`src/rtl/core/rrvca_pkg.sv`:
```
// shared types and constants for the round-robin vc allocator
// no dependencies; imported by rrvca_rr_arb and round_robin_vc_allocator_top
`default_nettype none

package rrvca_pkg;

  localparam int NUM_PORTS_DEF = 5;
  localparam int NUM_VCS_DEF   = 4;

  // fixed field widths of the channel words
  localparam int OP_W    = 2;
  localparam int PORT_FW = 3;
  localparam int VC_FW   = 2;
  localparam int CRED_W  = 20;

  localparam logic [OP_W-1:0] OP_REQ  = 2'd0;
  localparam logic [OP_W-1:0] OP_REL  = 2'd1;
  localparam logic [OP_W-1:0] OP_TICK = 2'd2;

  typedef struct packed {
    logic               vld;
    logic [PORT_FW-1:0] in_port;
    logic [VC_FW-1:0]   in_vc;
  } vca_gnt_t;

  typedef struct packed {
    logic               granted;
    logic [PORT_FW-1:0] oport;
    logic [VC_FW-1:0]   out_vc;
    logic [PORT_FW-1:0] in_port;
    logic [VC_FW-1:0]   in_vc;
    logic               last;
  } vca_word_t;

endpackage

`default_nettype wire

```
`src/rtl/core/round_robin_vc_allocator_top.sv`:
```
// round-robin virtual-channel allocator, top level
// depends on rrvca_pkg and rrvca_rr_arb
//
// input channel (in_valid/in_ready) takes one word per accepted item:
//   request - records an input vc's wish for an output port and vc; an
//             existing pending request for that port is kept
//   release - frees an output vc
//   tick    - scans every output vc in port-then-vc order and grants the
//             free ones with full credits, round robin over all input vcs
// requests and releases finish in the accept cycle and give no word.
// during a tick, unless the scan is stalled, one output vc per cycle is read
// from the target-vc memory and the search-start memory and is arbitrated
// in the cycle after its read. in_ready is low during the scan. each grant
// gives one word on the out_ channel, the final one with out_last set; a
// tick without grants gives one empty word.
// one grant is held back until the next is known, so the scan pauses only
// when a second grant finds the output register still full.
// after reset no requests are pending, all output vcs are free and all
// search pointers are zero; the block is ready in the first cycle.
`default_nettype none

module round_robin_vc_allocator_top
  import rrvca_pkg::*;
#(
  parameter int NUM_PORTS = NUM_PORTS_DEF,
  parameter int NUM_VCS   = NUM_VCS_DEF
) (
  input  wire logic               clk,
  input  wire logic               rst_n,
  input  wire logic               in_valid,
  output logic                    in_ready,
  input  wire logic [OP_W-1:0]    in_op,
  input  wire logic [PORT_FW-1:0] in_out_port,
  input  wire logic [VC_FW-1:0]   in_out_vc,
  input  wire logic [PORT_FW-1:0] in_in_port,
  input  wire logic [VC_FW-1:0]   in_in_vc,
  input  wire logic [CRED_W-1:0]  in_credits_full,
  output logic                    out_valid,
  input  wire logic               out_ready,
  output logic                    out_granted,
  output logic [PORT_FW-1:0]      out_grant_out_port,
  output logic [VC_FW-1:0]        out_grant_out_vc,
  output logic [PORT_FW-1:0]      out_grant_in_port,
  output logic [VC_FW-1:0]        out_grant_in_vc,
  output logic                    out_last
);

  localparam int TOT    = NUM_PORTS * NUM_VCS;
  localparam int TOT_W  = (TOT > 1) ? $clog2(TOT) : 1;
  localparam int PORT_W = $clog2(NUM_PORTS);
  localparam int VC_W   = (NUM_VCS > 1) ? $clog2(NUM_VCS) : 1;

  typedef enum logic [0:0] {ST_IDLE, ST_SCAN} state_t;

  state_t            state_r;
  logic              out_valid_r;
  vca_word_t         out_word_r;
  logic              hold_vld_r;
  vca_word_t         hold_word_r;
  logic              s1_vld_r;
  logic [PORT_W-1:0] s1_port_r;
  logic [VC_W-1:0]   s1_vc_r;
  logic [TOT_W-1:0]  s1_oidx_r;
  logic [PORT_W-1:0] ptr_port_r;
  logic [VC_W-1:0]   ptr_vc_r;
  logic [TOT_W-1:0]  ptr_oidx_r;
  logic              rd_done_r;
  logic [TOT-1:0]    busy_r;
  logic [TOT-1:0]    cred_r;
  logic [TOT-1:0]    start_vld_r;
  logic [TOT-1:0]    pend_r [NUM_PORTS];

  // memories
  logic [TOT*VC_W-1:0] tgt_mem [NUM_PORTS];
  logic [TOT*VC_W-1:0] tgt_rd_r;
  logic [TOT_W-1:0]    start_mem [TOT];
  logic [TOT_W-1:0]    start_rd_r;

  // input decode
  logic [3:0]        ext_oport;
  logic [3:0]        ext_ovc;
  logic [3:0]        ext_iport;
  logic [3:0]        ext_ivc;
  logic [PORT_W-1:0] op_idx;
  logic [VC_W-1:0]   ov_idx;
  logic [PORT_W-1:0] ip_idx;
  logic [VC_W-1:0]   iv_idx;
  logic              out_ok;
  logic              in_ok;
  logic [TOT_W-1:0]  req_slot;
  logic [TOT_W-1:0]  rel_oidx;
  logic              acc;
  logic              is_tick;
  logic              req_wr;

  logic [CRED_W+TOT-1:0] cred_ext;

  // scan pointer
  logic [PORT_W-1:0] cur_port;
  logic [VC_W-1:0]   cur_vc;
  logic [TOT_W-1:0]  cur_oidx;
  logic [PORT_W-1:0] inc_port;
  logic [VC_W-1:0]   inc_vc;
  logic              cur_last;

  // evaluation stage
  logic [TOT-1:0]   match;
  logic [TOT-1:0]   arb_req;
  logic [TOT_W-1:0] s1_start;
  vca_gnt_t         gnt;
  logic [TOT_W-1:0] gnt_idx;
  logic [TOT_W-1:0] nxt_start;
  logic             out_free;
  logic             stall;
  logic             adv;
  logic             grant_take;
  logic             rd_en;
  logic             out_load;
  vca_word_t        new_word;
  vca_word_t        fin_word;

  assign ext_oport = 4'(in_out_port);
  assign ext_ovc   = 4'(in_out_vc);
  assign ext_iport = 4'(in_in_port);
  assign ext_ivc   = 4'(in_in_vc);
  assign op_idx    = ext_oport[PORT_W-1:0];
  assign ov_idx    = ext_ovc[VC_W-1:0];
  assign ip_idx    = ext_iport[PORT_W-1:0];
  assign iv_idx    = ext_ivc[VC_W-1:0];
  assign out_ok    = (int'(in_out_port) < NUM_PORTS) && (int'(in_out_vc) < NUM_VCS);
  assign in_ok     = (int'(in_in_port) < NUM_PORTS) && (int'(in_in_vc) < NUM_VCS);
  assign req_slot  = TOT_W'(int'(ip_idx) * NUM_VCS + int'(iv_idx));
  assign rel_oidx  = TOT_W'(int'(op_idx) * NUM_VCS + int'(ov_idx));

  assign in_ready = (state_r == ST_IDLE);
  assign acc      = in_valid && in_ready;
  assign is_tick  = acc && (in_op == OP_TICK);
  assign req_wr   = acc && (in_op == OP_REQ) && out_ok && in_ok && !pend_r[op_idx][req_slot];
  assign cred_ext = {TOT'(0), in_credits_full};

  // next output vc to read; restarts at zero on a tick
  assign cur_port = (state_r == ST_IDLE) ? '0 : ptr_port_r;
  assign cur_vc   = (state_r == ST_IDLE) ? '0 : ptr_vc_r;
  assign cur_oidx = (state_r == ST_IDLE) ? '0 : ptr_oidx_r;
  assign cur_last = (cur_oidx == TOT_W'(TOT - 1));
  assign inc_vc   = (int'(cur_vc) == NUM_VCS - 1) ? '0 : cur_vc + 1'b1;
  assign inc_port = (int'(cur_vc) == NUM_VCS - 1) ? cur_port + 1'b1 : cur_port;

  always_comb begin
    for (int j = 0; j < TOT; j++) begin
      match[j] = pend_r[s1_port_r][j] && (tgt_rd_r[j*VC_W +: VC_W] == s1_vc_r);
    end
  end

  assign arb_req  = (!busy_r[s1_oidx_r] && cred_r[s1_oidx_r]) ? match : '0;
  assign s1_start = start_vld_r[s1_oidx_r] ? start_rd_r : '0;

  rrvca_rr_arb #(
    .NUM_PORTS (NUM_PORTS),
    .NUM_VCS   (NUM_VCS)
  ) u_arb (
    .req     (arb_req),
    .start   (s1_start),
    .gnt     (gnt),
    .gnt_idx (gnt_idx)
  );

  assign nxt_start  = (gnt_idx == TOT_W'(TOT - 1)) ? '0 : gnt_idx + 1'b1;
  assign out_free   = !out_valid_r || out_ready;
  assign stall      = gnt.vld && hold_vld_r && !out_free;
  assign adv        = !stall;
  assign grant_take = (state_r == ST_SCAN) && s1_vld_r && adv && gnt.vld;
  assign rd_en      = is_tick || ((state_r == ST_SCAN) && s1_vld_r && adv && !rd_done_r);
  assign out_load   = (state_r == ST_SCAN) &&
                      (s1_vld_r ? (adv && gnt.vld && hold_vld_r) : out_free);

  always_comb begin
    new_word          = '0;
    new_word.granted  = 1'b1;
    new_word.oport    = PORT_FW'(s1_port_r);
    new_word.out_vc   = VC_FW'(s1_vc_r);
    new_word.in_port  = gnt.in_port;
    new_word.in_vc    = gnt.in_vc;
    fin_word          = hold_vld_r ? hold_word_r : '0;
    fin_word.last     = 1'b1;
  end

  // target-vc memory, one row per output port, written per entry
  always_ff @(posedge clk) begin
    if (req_wr) begin
      tgt_mem[op_idx][req_slot*VC_W +: VC_W] <= ov_idx;
    end
    if (rd_en) begin
      tgt_rd_r <= tgt_mem[cur_port];
    end
  end

  // search-start memory, one entry per output vc
  always_ff @(posedge clk) begin
    if (grant_take) begin
      start_mem[s1_oidx_r] <= nxt_start;
    end
    if (rd_en) begin
      start_rd_r <= start_mem[cur_oidx];
    end
  end

  always_ff @(posedge clk) begin
    if (!rst_n) begin
      state_r     <= ST_IDLE;
      out_valid_r <= 1'b0;
      hold_vld_r  <= 1'b0;
      s1_vld_r    <= 1'b0;
      rd_done_r   <= 1'b0;
      busy_r      <= '0;
      start_vld_r <= '0;
      for (int p = 0; p < NUM_PORTS; p++) begin
        pend_r[p] <= '0;
      end
    end else begin
      if (out_load) begin
        out_valid_r <= 1'b1;
      end else if (out_valid_r && out_ready) begin
        out_valid_r <= 1'b0;
      end
      // pipeline advance shared by tick start and scan
      if (rd_en) begin
        s1_vld_r   <= 1'b1;
        s1_port_r  <= cur_port;
        s1_vc_r    <= cur_vc;
        s1_oidx_r  <= cur_oidx;
        ptr_port_r <= inc_port;
        ptr_vc_r   <= inc_vc;
        ptr_oidx_r <= cur_oidx + 1'b1;
        rd_done_r  <= cur_last;
      end
      case (state_r)
        ST_IDLE: begin
          if (acc) begin
            case (in_op)
              OP_REQ: begin
                if (req_wr) begin
                  pend_r[op_idx][req_slot] <= 1'b1;
                end
              end
              OP_REL: begin
                if (out_ok) begin
                  busy_r[rel_oidx] <= 1'b0;
                end
              end
              OP_TICK: begin
                cred_r     <= cred_ext[TOT-1:0];
                hold_vld_r <= 1'b0;
                state_r    <= ST_SCAN;
              end
              default: begin
              end
            endcase
          end
        end
        ST_SCAN: begin
          if (s1_vld_r) begin
            if (adv) begin
              if (!rd_en) begin
                s1_vld_r <= 1'b0;
              end
              if (gnt.vld) begin
                busy_r[s1_oidx_r]        <= 1'b1;
                pend_r[s1_port_r][gnt_idx] <= 1'b0;
                start_vld_r[s1_oidx_r]   <= 1'b1;
                hold_word_r              <= new_word;
                hold_vld_r               <= 1'b1;
                if (hold_vld_r) begin
                  out_word_r  <= hold_word_r;
                end
              end
            end
          end else if (out_free) begin
            // scan done: flush the held grant or an empty word
            out_word_r  <= fin_word;
            hold_vld_r  <= 1'b0;
            state_r     <= ST_IDLE;
          end
        end
        default: begin
          state_r <= ST_IDLE;
        end
      endcase
    end
  end

  assign out_valid          = out_valid_r;
  assign out_granted        = out_word_r.granted;
  assign out_grant_out_port = out_word_r.oport;
  assign out_grant_out_vc   = out_word_r.out_vc;
  assign out_grant_in_port  = out_word_r.in_port;
  assign out_grant_in_vc    = out_word_r.in_vc;
  assign out_last           = out_word_r.last;

  // a granted output vc is marked busy right after the grant
  a_grant_marks_busy: assert property (@(posedge clk) disable iff (!rst_n)
    grant_take |=> busy_r[$past(s1_oidx_r)])
    else $error("granted output vc not marked busy");

  // the arbiter only picks an input vc that asked for this output vc
  a_grant_is_request: assert property (@(posedge clk) disable iff (!rst_n)
    (state_r == ST_SCAN && s1_vld_r && gnt.vld) |-> arb_req[gnt_idx])
    else $error("grant without matching request");

  // every tick ends with a final word in the output register
  a_tick_ends_last: assert property (@(posedge clk) disable iff (!rst_n)
    ($past(rst_n) && $past(state_r) == ST_SCAN && state_r == ST_IDLE)
      |-> (out_valid_r && out_word_r.last))
    else $error("tick finished without a last word");

  // no output word may be lost while the receiver stalls
  a_no_overwrite: assert property (@(posedge clk) disable iff (!rst_n)
    (out_valid_r && !out_ready) |=> (out_valid_r && $stable(out_word_r)))
    else $error("pending output word overwritten");

  // evaluation stage only holds a real output port
  a_s1_port_range: assert property (@(posedge clk) disable iff (!rst_n)
    s1_vld_r |-> (int'(s1_port_r) < NUM_PORTS))
    else $error("scan port out of range");

endmodule

`default_nettype wire

```
`src/rtl/core/rrvca_rr_arb.sv`:
```
// round-robin arbiter over all input vcs, first request at or after start, else the lowest
// depends on rrvca_pkg
`default_nettype none

module rrvca_rr_arb
  import rrvca_pkg::*;
#(
  parameter int NUM_PORTS = NUM_PORTS_DEF,
  parameter int NUM_VCS   = NUM_VCS_DEF,
  localparam int TOT   = NUM_PORTS * NUM_VCS,
  localparam int TOT_W = (TOT > 1) ? $clog2(TOT) : 1
) (
  input  wire logic [TOT-1:0]   req,
  input  wire logic [TOT_W-1:0] start,
  output vca_gnt_t              gnt,
  output logic      [TOT_W-1:0] gnt_idx
);

  logic             hi_found;
  logic             lo_found;
  logic [TOT_W-1:0] hi_idx;
  logic [TOT_W-1:0] lo_idx;

  always_comb begin
    hi_found = 1'b0;
    lo_found = 1'b0;
    hi_idx   = '0;
    lo_idx   = '0;
    for (int j = 0; j < TOT; j++) begin
      if (req[j] && !lo_found) begin
        lo_found = 1'b1;
        lo_idx   = TOT_W'(j);
      end
      if (req[j] && !hi_found && (TOT_W'(j) >= start)) begin
        hi_found = 1'b1;
        hi_idx   = TOT_W'(j);
      end
    end
    gnt_idx = hi_found ? hi_idx : lo_idx;
  end

  always_comb begin
    gnt.vld     = hi_found | lo_found;
    gnt.in_port = '0;
    gnt.in_vc   = '0;
    for (int j = 0; j < TOT; j++) begin
      if (TOT_W'(j) == gnt_idx) begin
        gnt.in_port = PORT_FW'(j / NUM_VCS);
        gnt.in_vc   = VC_FW'(j % NUM_VCS);
      end
    end
  end

endmodule

`default_nettype wire
```
`config.mk`:
```
export PLATFORM = sky130hd
export DESIGN_NAME = round_robin_vc_allocator_top
export DESIGN_NICKNAME = d
export VERILOG_FILES = /design/src/rtl/core/rrvca_pkg.sv /design/src/rtl/core/round_robin_vc_allocator_top.sv /design/src/rtl/core/rrvca_rr_arb.sv
export SDC_FILE = /design/constraint.sdc
export NUM_CORES = 1
export LEC_CHECK = 0
export BUFFER_PORTS_ARGS = -buffer_cell sky130_fd_sc_hd__buf_2
export CORE_ASPECT_RATIO = 1.1
export CORE_UTILIZATION = 58
export DETAILED_ROUTE_END_ITERATION = 6
export MAX_ROUTING_LAYER = met4
export PLACE_DENSITY_LB_ADDON = 0.2
export SKIP_LAST_GASP = 1
export SYNTH_ARGS = -nofsm -noshare
export SYNTH_HDL_FRONTEND = slang
export SYNTH_SLANG_ARGS = --single-unit
```
`constraint.sdc`:
```
create_clock -name clk -period 9.1 [get_ports clk]
set_clock_uncertainty 0.1 [all_clocks]
set_input_delay 0.91 -clock clk [delete_from_list [all_inputs] [get_ports clk]]
set_output_delay 0.91 -clock clk [all_outputs]
set_load 0.1 [all_outputs]
```
==> results of run 1 <==
stage by stage:
stage	cell area (µm²)	util
after floorplan	30200	-
after global placement	30800	0.602
after detailed placement	30800	0.602
after CTS	32900	0.641
after global routing	32900	0.642
final	32900	0.642
per-layer routing:
metal	global-route usage	wire length (µm)	vias up
met1	0.468	35600	10600
met4	0.157	4410	0
met2	0.556	42800	1224
met5	-	0	-
met3	0.0609	8390	260
li1	-	-	9345
state kept, by name (all words and copies together), names as in the netlist, 2 cells and up, named ones only:
name / flops
tgt_mem: 200
pend_r: 160
start_mem: 100
tgt_rd_r: 40
busy_r: 20
cred_r: 20
start_vld_r: 20
hold_word_r: 10
ptr_oidx_r: 5
s1_oidx_r: 5
start_rd_r: 5
out_grant_in_port: 3
out_grant_out_port: 3
ptr_port_r: 3
s1_port_r: 3
out_grant_in_vc: 2
out_grant_out_vc: 2
ptr_vc_r: 2
s1_vc_r: 2
cells by family (layout without fill, tap and decap cells):
family / count (synthesis) / count (layout) / share of synthesized area
compound gates: 519 / 519 / 0.127
xor+xnor: 47 / 47 / 0.0137
fa+ha+maj: 13 / 13 / 0.00539
buf+inv: 213 / 246 / 0.0308
flops: 615 / 615 / 0.597
mux: 209 / 209 / 0.0883
other cells: 0 / 1 / 0
simple gates: 856 / 856 / 0.139
placed cells by master (no fill, tap or decap), types with 9 or more instances in the layout:
cell type / netlist / routed
clkinv_1: 3 / 16
xor2_1: 38 / 38
a21oi_1: 73 / 73
a22oi_1: 33 / 33
a211oi_1: 22 / 22
mux2i_1: 94 / 94
a21o_1: 18 / 18
edfxtp_1: 567 / 567
ha_1: 13 / 13
nand2b_1: 52 / 52
or3_1: 15 / 15
nor2_1: 279 / 278
mux4_2: 38 / 38
nand4_1: 12 / 12
clkbuf_16: 0 / 62
nand2_1: 193 / 190
nand3_1: 50 / 50
bufinv_16: 0 / 9
o31ai_1: 10 / 10
nor3_1: 44 / 42
a32oi_1: 9 / 9
clkbuf_1: 127 / 13
o22ai_1: 17 / 17
a221oi_1: 24 / 24
and3_1: 41 / 41
o21a_1: 67 / 67
mux2_2: 77 / 77
o21ai_0: 65 / 61
a31oi_1: 13 / 13
buf_4: 9 / 50
dfxtp_1: 48 / 46
inv_1: 29 / 29
xnor2_1: 9 / 9
nor4_1: 44 / 44
nor2b_1: 27 / 26
clkinv_2: 0 / 13
o221ai_1: 61 / 61
and2_1: 62 / 62
buf_2: 34 / 48
o21ai_1: 36 / 39
worst reg2reg max path, cell delays in order, from the launching register on:
cell	delay, ns
edfxtp_1	0.83
buf_4	0.37
mux4_2	0.27
mux2i_1	0.07
nor3_1	0.16
a211o_1	0.16
nand4_1	0.71
or3_1	0.71
o31ai_1	0.30
a31oi_1	0.10
a32oi_1	0.43
ha_1	0.41
inv_1	0.13
nand3_1	0.09
and3_1	0.65
inv_1	0.63
buf_4	0.43
a21boi_1	0.65
buf_4	0.30
o21ai_0	0.11
area by class of cell:
cell class	instances	area share
Clock buffer	75	0.0486
Antenna cell	1	0.0000761
Multi-Input combinational cell	1644	0.343
Tap cell	667	0.0254
Inverter	33	0.00377
Sequential cell	615	0.547
Clock inverter	40	0.0136
Timing Repair Buffer	98	0.0187
final timing paths:
kind / to / depth (start not counted) / slack [ns]
max: pend_r[4][7]$_SDFFCE_PN0P_ / 19 / 1.19
min: cred_r[13]$_DFFE_PP_ / 1 / 0.34
max reg2reg: pend_r[4][7]$_SDFFCE_PN0P_ / 19 / 1.19
min reg2reg: start_vld_r[18]$_SDFFE_PN0P_ / 1 / 0.36
power groups by stage:
stage	Sequential, mW	Combinational, mW	Clock, mW
floorplan	3.17	0.232	0
global placement	3.18	0.353	0
finish	3.12	0.369	2.59
global route	3.12	0.387	2.70
CTS	3.12	0.358	2.60
detailed placement	3.18	0.357	0
==> results.py, run 1 <==
metrics = {
    "status": {
        "status": "finished, violations left",
        "violations": "DRC",
    },
    "pwr": {
        "total_power_mw": 6.08,
        "p_int_mw": 4.70,
        "pwr-share-clk": 0.426,
        "seq_power_share": 0.513,
        "power_leakage_nw": 10.7,
        "p_sw_frac": 0.227,
        "comb_power_share": 0.061,
        "power.net_switching_mw": 1.38,
        "vdd_drop_max_mv": 0.179,
        "power.density_nw_per_um2": 185,
    },
    "critical_path": {
        "path_class": "reg2reg",
        "path_buf_inv": 5,
        "r2r_start": "s1_oidx_r[0]$_DFFE_PP_",
        "critical_path_required_ns": 9.35,
        "cpMostUsedCell": "buf_4",
        "crit_family": "simple AND/OR/NAND/NOR gates",
        "critPathLaunchType": "flip-flop",
        "path_cells": "buf_4, mux4_2, mux2i_1, nor3_1, a211o_1, nand4_1, or3_1, o31ai_1, a31oi_1, a32oi_1, ha_1, inv_1, nand3_1, and3_1, inv_1, buf_4, a21boi_1, buf_4, o21ai_0",
        "slowest_delay_ns": 0.83,
        "crit_fanout": 35,
        "crit_slowest_cell": "edfxtp_1",
        "crit_arrival_ns": 8.16,
        "critPathCaptureType": "flip-flop",
        "setup.worst_path.start": "s1_oidx_r[0]$_DFFE_PP_",
    },
    "floorplan": {
        "die_width_um": 219,
        "start_util": 0.588,
        "fp.dieH_um": 241,
        "die-area_um2": 52900,
        "core_um2": 51300,
        "io_pins": 50,
        "fp-row-count": 87,
    },
    "timing": {
        "max-slew-margin-rel": 0.0310,
        "max_freq_mhz": 126,
        "finalCritPeriodShare": 0.870,
        "hold_viol_final": 0,
        "setup-violations-final": 0,
        "hold_slack_ns": 0.340,
        "slew_viol_final": 0,
        "period_minus_slack_ns": 7.91,
        "grt_setup_unrepaired": "false",
        "worst_slew_pin_slew_ns": 1.44,
        "fin_ws_ns": 1.19,
        "finalSetupTns_ns": 0,
    },
    "placement": {
        "placedCellCount": 3057,
        "place_hpwl_mm": 63.5,
        "place_ws_ns": 1.11,
        "portBuffers": 49,
        "finalWeightedCongestion": 0.981,
    },
    "synth": {
        "synthFlopType": "edfxtp_1",
        "synthesis.area_um2": 30200,
        "ys_ff_latch": 615,
        "synth_common_cells": "edfxtp_1, nor2_1, nand2_1",
        "avgSynthCellArea_um2": 12.2,
        "synth_edf_count": 567,
        "yosysTopAreaCell": "edfxtp_1",
        "synth.top_cell.area_share": 0.565,
        "seq_area_frac_synth": 0.597,
        "synthDistinctLibCells": 90,
        "yosys_warnings": 0,
        "synth.most_common_cell": "edfxtp_1",
        "netlist_instances": 2472,
        "async_flop_share": 0,
        "synthTopCellsByArea": "edfxtp_1, nor2_1, dfxtp_1",
        "synth_nets": 2521,
    },
    "routing": {
        "wl_per_cell_um": 28.7,
        "drc": 1,
        "vias": 21500,
        "firstDrtPassIters": 7,
        "antenna_left": 0,
        "drtIter0Drc": 2838,
        "vias_per_cell": 6.76,
        "routed_wl_mm": 91.2,
    },
    "global_routing": {
        "overflow": 0,
        "first_global_vias": 20800,
        "grt_max_degree": 101,
        "grt_first_pass_wirelength_mm": 134,
        "antenna_found_initial": 1,
        "grt_use_total": 0.359,
    },
    "cells_and_area": {
        "fin_cells": 3173,
        "synthToLayoutAreaGrowth_pct": 9.09,
        "final_nets": 2502,
        "seq_area_um2": 18000,
        "drive_gt1_frac": 0.144,
        "fillers": 3897,
        "multi_input_area_um2": 11300,
    },
    "clocking": {
        "cts.sinks": 615,
        "holdBufCountCts": 0,
        "clock_latency_ns": 0.65,
        "path_clk_slew_ns": 0.07,
        "htreeDepth": 2,
        "cts_made_buffers": 61,
        "post_cts_buffers": 0,
        "post_cts_resize_count": 0,
        "cts_tree": "done",
        "clockBufferDepth": 3,
        "cts_root_buf": "clkbuf_16",
    },
    "flow_run": {
        "cap_violations": 0,
    },
    "worst_hold_path": {
        "hp-start": "in_credits_full[13]",
        "min_path_type": "in2reg",
    },
}
Note: power is estimated with default switching activity, not from simulation.
==> run 2, diff against run 1 <==
--- a/config.mk
+++ b/config.mk
@@ -8,6 +8,7 @@
 export BUFFER_PORTS_ARGS = -buffer_cell sky130_fd_sc_hd__buf_2
 export CORE_ASPECT_RATIO = 1.1
 export CORE_UTILIZATION = 58
+export CTS_BUF_LIST = sky130_fd_sc_hd__clkbuf_4
 export DETAILED_ROUTE_END_ITERATION = 6
 export MAX_ROUTING_LAYER = met4
 export PLACE_DENSITY_LB_ADDON = 0.2
==> run 2 against run 1 <==
Net effect:
- the flow finishes with violations (capacitance limit, slew limit)
- first-iteration DRC count down 0.53%
- global-route usage up 0.86 points
- cell area up 0.57%
- largest cell class unchanged
- via count up 3.9%
- worst setup slack better by 0.021 ns
- critical path depth unchanged
- maximum frequency up 0.27%
==> results.py, run 2 (synthesis gave the netlist of run 1 again) <==
metrics = {
    "global_routing": {
        "grt_use_total": 0.368,
        "antenna_found_initial": 2,
        "grt_first_pass_wirelength_mm": 136,
        "first_global_vias": 21900,
        "grt_max_degree": 101,
        "overflow": 0,
    },
    "routing": {
        "antenna_left": 0,
        "routed_wl_mm": 92.4,
        "wl_met3_mm": 8.90,
        "wl_per_cell_um": 27.6,
        "drc": 0,
        "dr.max_layer_used": "met4",
        "met2_length_mm": 43.2,
        "firstDrtPassIters": 7,
        "met1_length_mm": 35.6,
        "vias": 22300,
        "drtIter0Drc": 2823,
        "vias_per_cell": 6.65,
    },
    "cells_and_area": {
        "reg_top3": "tgt_mem: 200 flops, pend_r: 160 flops, start_mem: 100 flops",
        "layout_common_cells": "edfxtp_1, nor2_1, clkbuf_4",
        "regMostFlops": "tgt_mem",
        "final_nets": 2617,
        "largest_reg_flops": 200,
        "drive_gt1_frac": 0.192,
        "layout_commonest_cell": "edfxtp_1",
        "synthToLayoutAreaGrowth_pct": 9.71,
        "utilization": 0.645,
    },
    "clocking": {
        "htreeDepth": 4,
        "path_clk_slew_ns": 0.07,
        "clock_latency_ns": 0.98,
        "cts_root_buf": "clkbuf_4",
        "cts_tree": "done",
        "cts.sinks": 615,
        "clockBufferDepth": 3,
        "cts_made_buffers": 156,
    },
    "timing": {
        "max-slew-margin-rel": -0.00383,
        "finalCritPeriodShare": 0.867,
        "setup-violations-final": 0,
        "period_minus_slack_ns": 7.89,
        "finalSetupTns_ns": 0,
        "grt_setup_unrepaired": "false",
        "max_freq_mhz": 127,
        "slew_viol_final": 1,
        "worst_slew_pin_slew_ns": 1.49,
        "hold_viol_final": 0,
    },
    "critical_path": {
        "crit_arrival_ns": 8.45,
        "cpMostUsedCell": "buf_4",
        "path_class": "reg2reg",
        "critPathCaptureType": "flip-flop",
        "crit_fanout": 35,
        "critical_path_required_ns": 9.66,
        "slowest_delay_ns": 0.82,
        "path_cells": "buf_4, mux4_2, mux2i_1, nor3_1, a211o_1, nand4_1, or3_1, o31ai_1, a31oi_1, a32oi_1, ha_1, inv_1, nand3_1, and3_1, inv_1, buf_4, a21boi_1, buf_4, o21ai_0",
        "critPathLaunchType": "flip-flop",
        "crit_slowest_cell": "edfxtp_1",
    },
    "status": {
        "violations": "capacitance limit, slew limit",
        "status": "finished, violations left",
    },
    "floorplan": {
        "die-area_um2": 52900,
        "die_width_um": 219,
        "core_um2": 51300,
        "io_pins": 50,
        "fp-row-count": 87,
        "fp.dieH_um": 241,
        "start_util": 0.588,
    },
    "pwr": {
        "power.density_nw_per_um2": 178,
        "vdd_drop_max_mv": 0.132,
        "power_leakage_nw": 11.0,
        "total_power_mw": 5.90,
    },
    "placement": {
        "finalWeightedCongestion": 0.981,
        "place_hpwl_mm": 63.5,
        "portBuffers": 49,
    },
    "flow_run": {
        "cap_violations": 1,
    },
    "worst_hold_path": {
        "min_path_type": "in2reg",
    },
}
[run 2: cell types whose count changed in the layout (fill, tap and decap cells not counted), sizes merged]
| cell | previous run | this run |
|---|---|---|
| bufinv | 9 | 4 |
| clkbuf | 75 | 230 |
| clkinv | 32 | 36 |
| clkinvlp | 1 | 3 |
| diode | 1 | 2 |
| dlygate4sd3 | 0 | 20 |
| inv | 31 | 32 |
[run 2: critical path, delay by kind of cell (launching register included)]
| kind | cells | cell delay (ns) |
|---|---|---|
| mux | 2 | 0.33 |
| buf+inv | 5 | 1.85 |
| compound gates | 6 | 1.74 |
| flops | 1 | 0.82 |
| fa+ha+maj | 1 | 0.41 |
| simple gates | 5 | 2.32 |
[run 2: final cells by class]
class                      instances  area (µm²)
fill                            3948       18200
clock buffer                     230        1730
sequential                       615       18000
antenna                            2        5.00
tap                              667         835
inverter                          33         124
multi-input combinational       1644       11300
clock inverter                    42         305
timing repair buffer             118         816
[run 2: layer usage]
metal  vias to the layer above  global-route usage
met3                       300              0.0849
met1                     11000               0.461
met2                      1332               0.559
met4                         0               0.192
li1                       9687                   -
met5                         -                   -
[run 2: what timing repair did]
item	4_1_cts	5_1_grt
hold buffers	20	0
setup buffers	0	0
hold endpoints to repair	20	0
gates resized for setup	0	0
[run 2: power breakdown]
part           leakage, nW  total, mW  internal (mW)  switching (mW)
Combinational         4.44      0.376          0.107           0.268
Clock                 1.19       2.41           1.27            1.13
Sequential            5.36       3.12           3.09          0.0268
[run 2: path summary, 6_finish.rpt]
path / startpoint / slack (ns) / depth (start not counted) / to
min reg2reg: start_vld_r[18]$_SDFFE_PN0P_ / 0.36 / 1 / start_vld_r[18]$_SDFFE_PN0P_
max reg2reg: s1_oidx_r[0]$_DFFE_PP_ / 1.21 / 19 / pend_r[4][0]$_SDFFCE_PN0P_
min: out_ready / 0.30 / 4 / out_valid$_SDFFE_PN0P_
max: s1_oidx_r[0]$_DFFE_PP_ / 1.21 / 19 / pend_r[4][0]$_SDFFCE_PN0P_
[run 2: per-stage QoR]
step           setup slack [ns]  std cells  hold WS [ns]  instance area, µm²
6_report                   1.21       3351         0.303               33100
3_3_place_gp               1.33       3057         0.341               30800
3_5_place_dp               1.11       3057         0.350               30800
4_1_cts                    1.13       3349         0.173               33100
2_1_floorplan              1.75       2472         0.335               30200
5_1_grt                   0.579       3351         0.281               33100
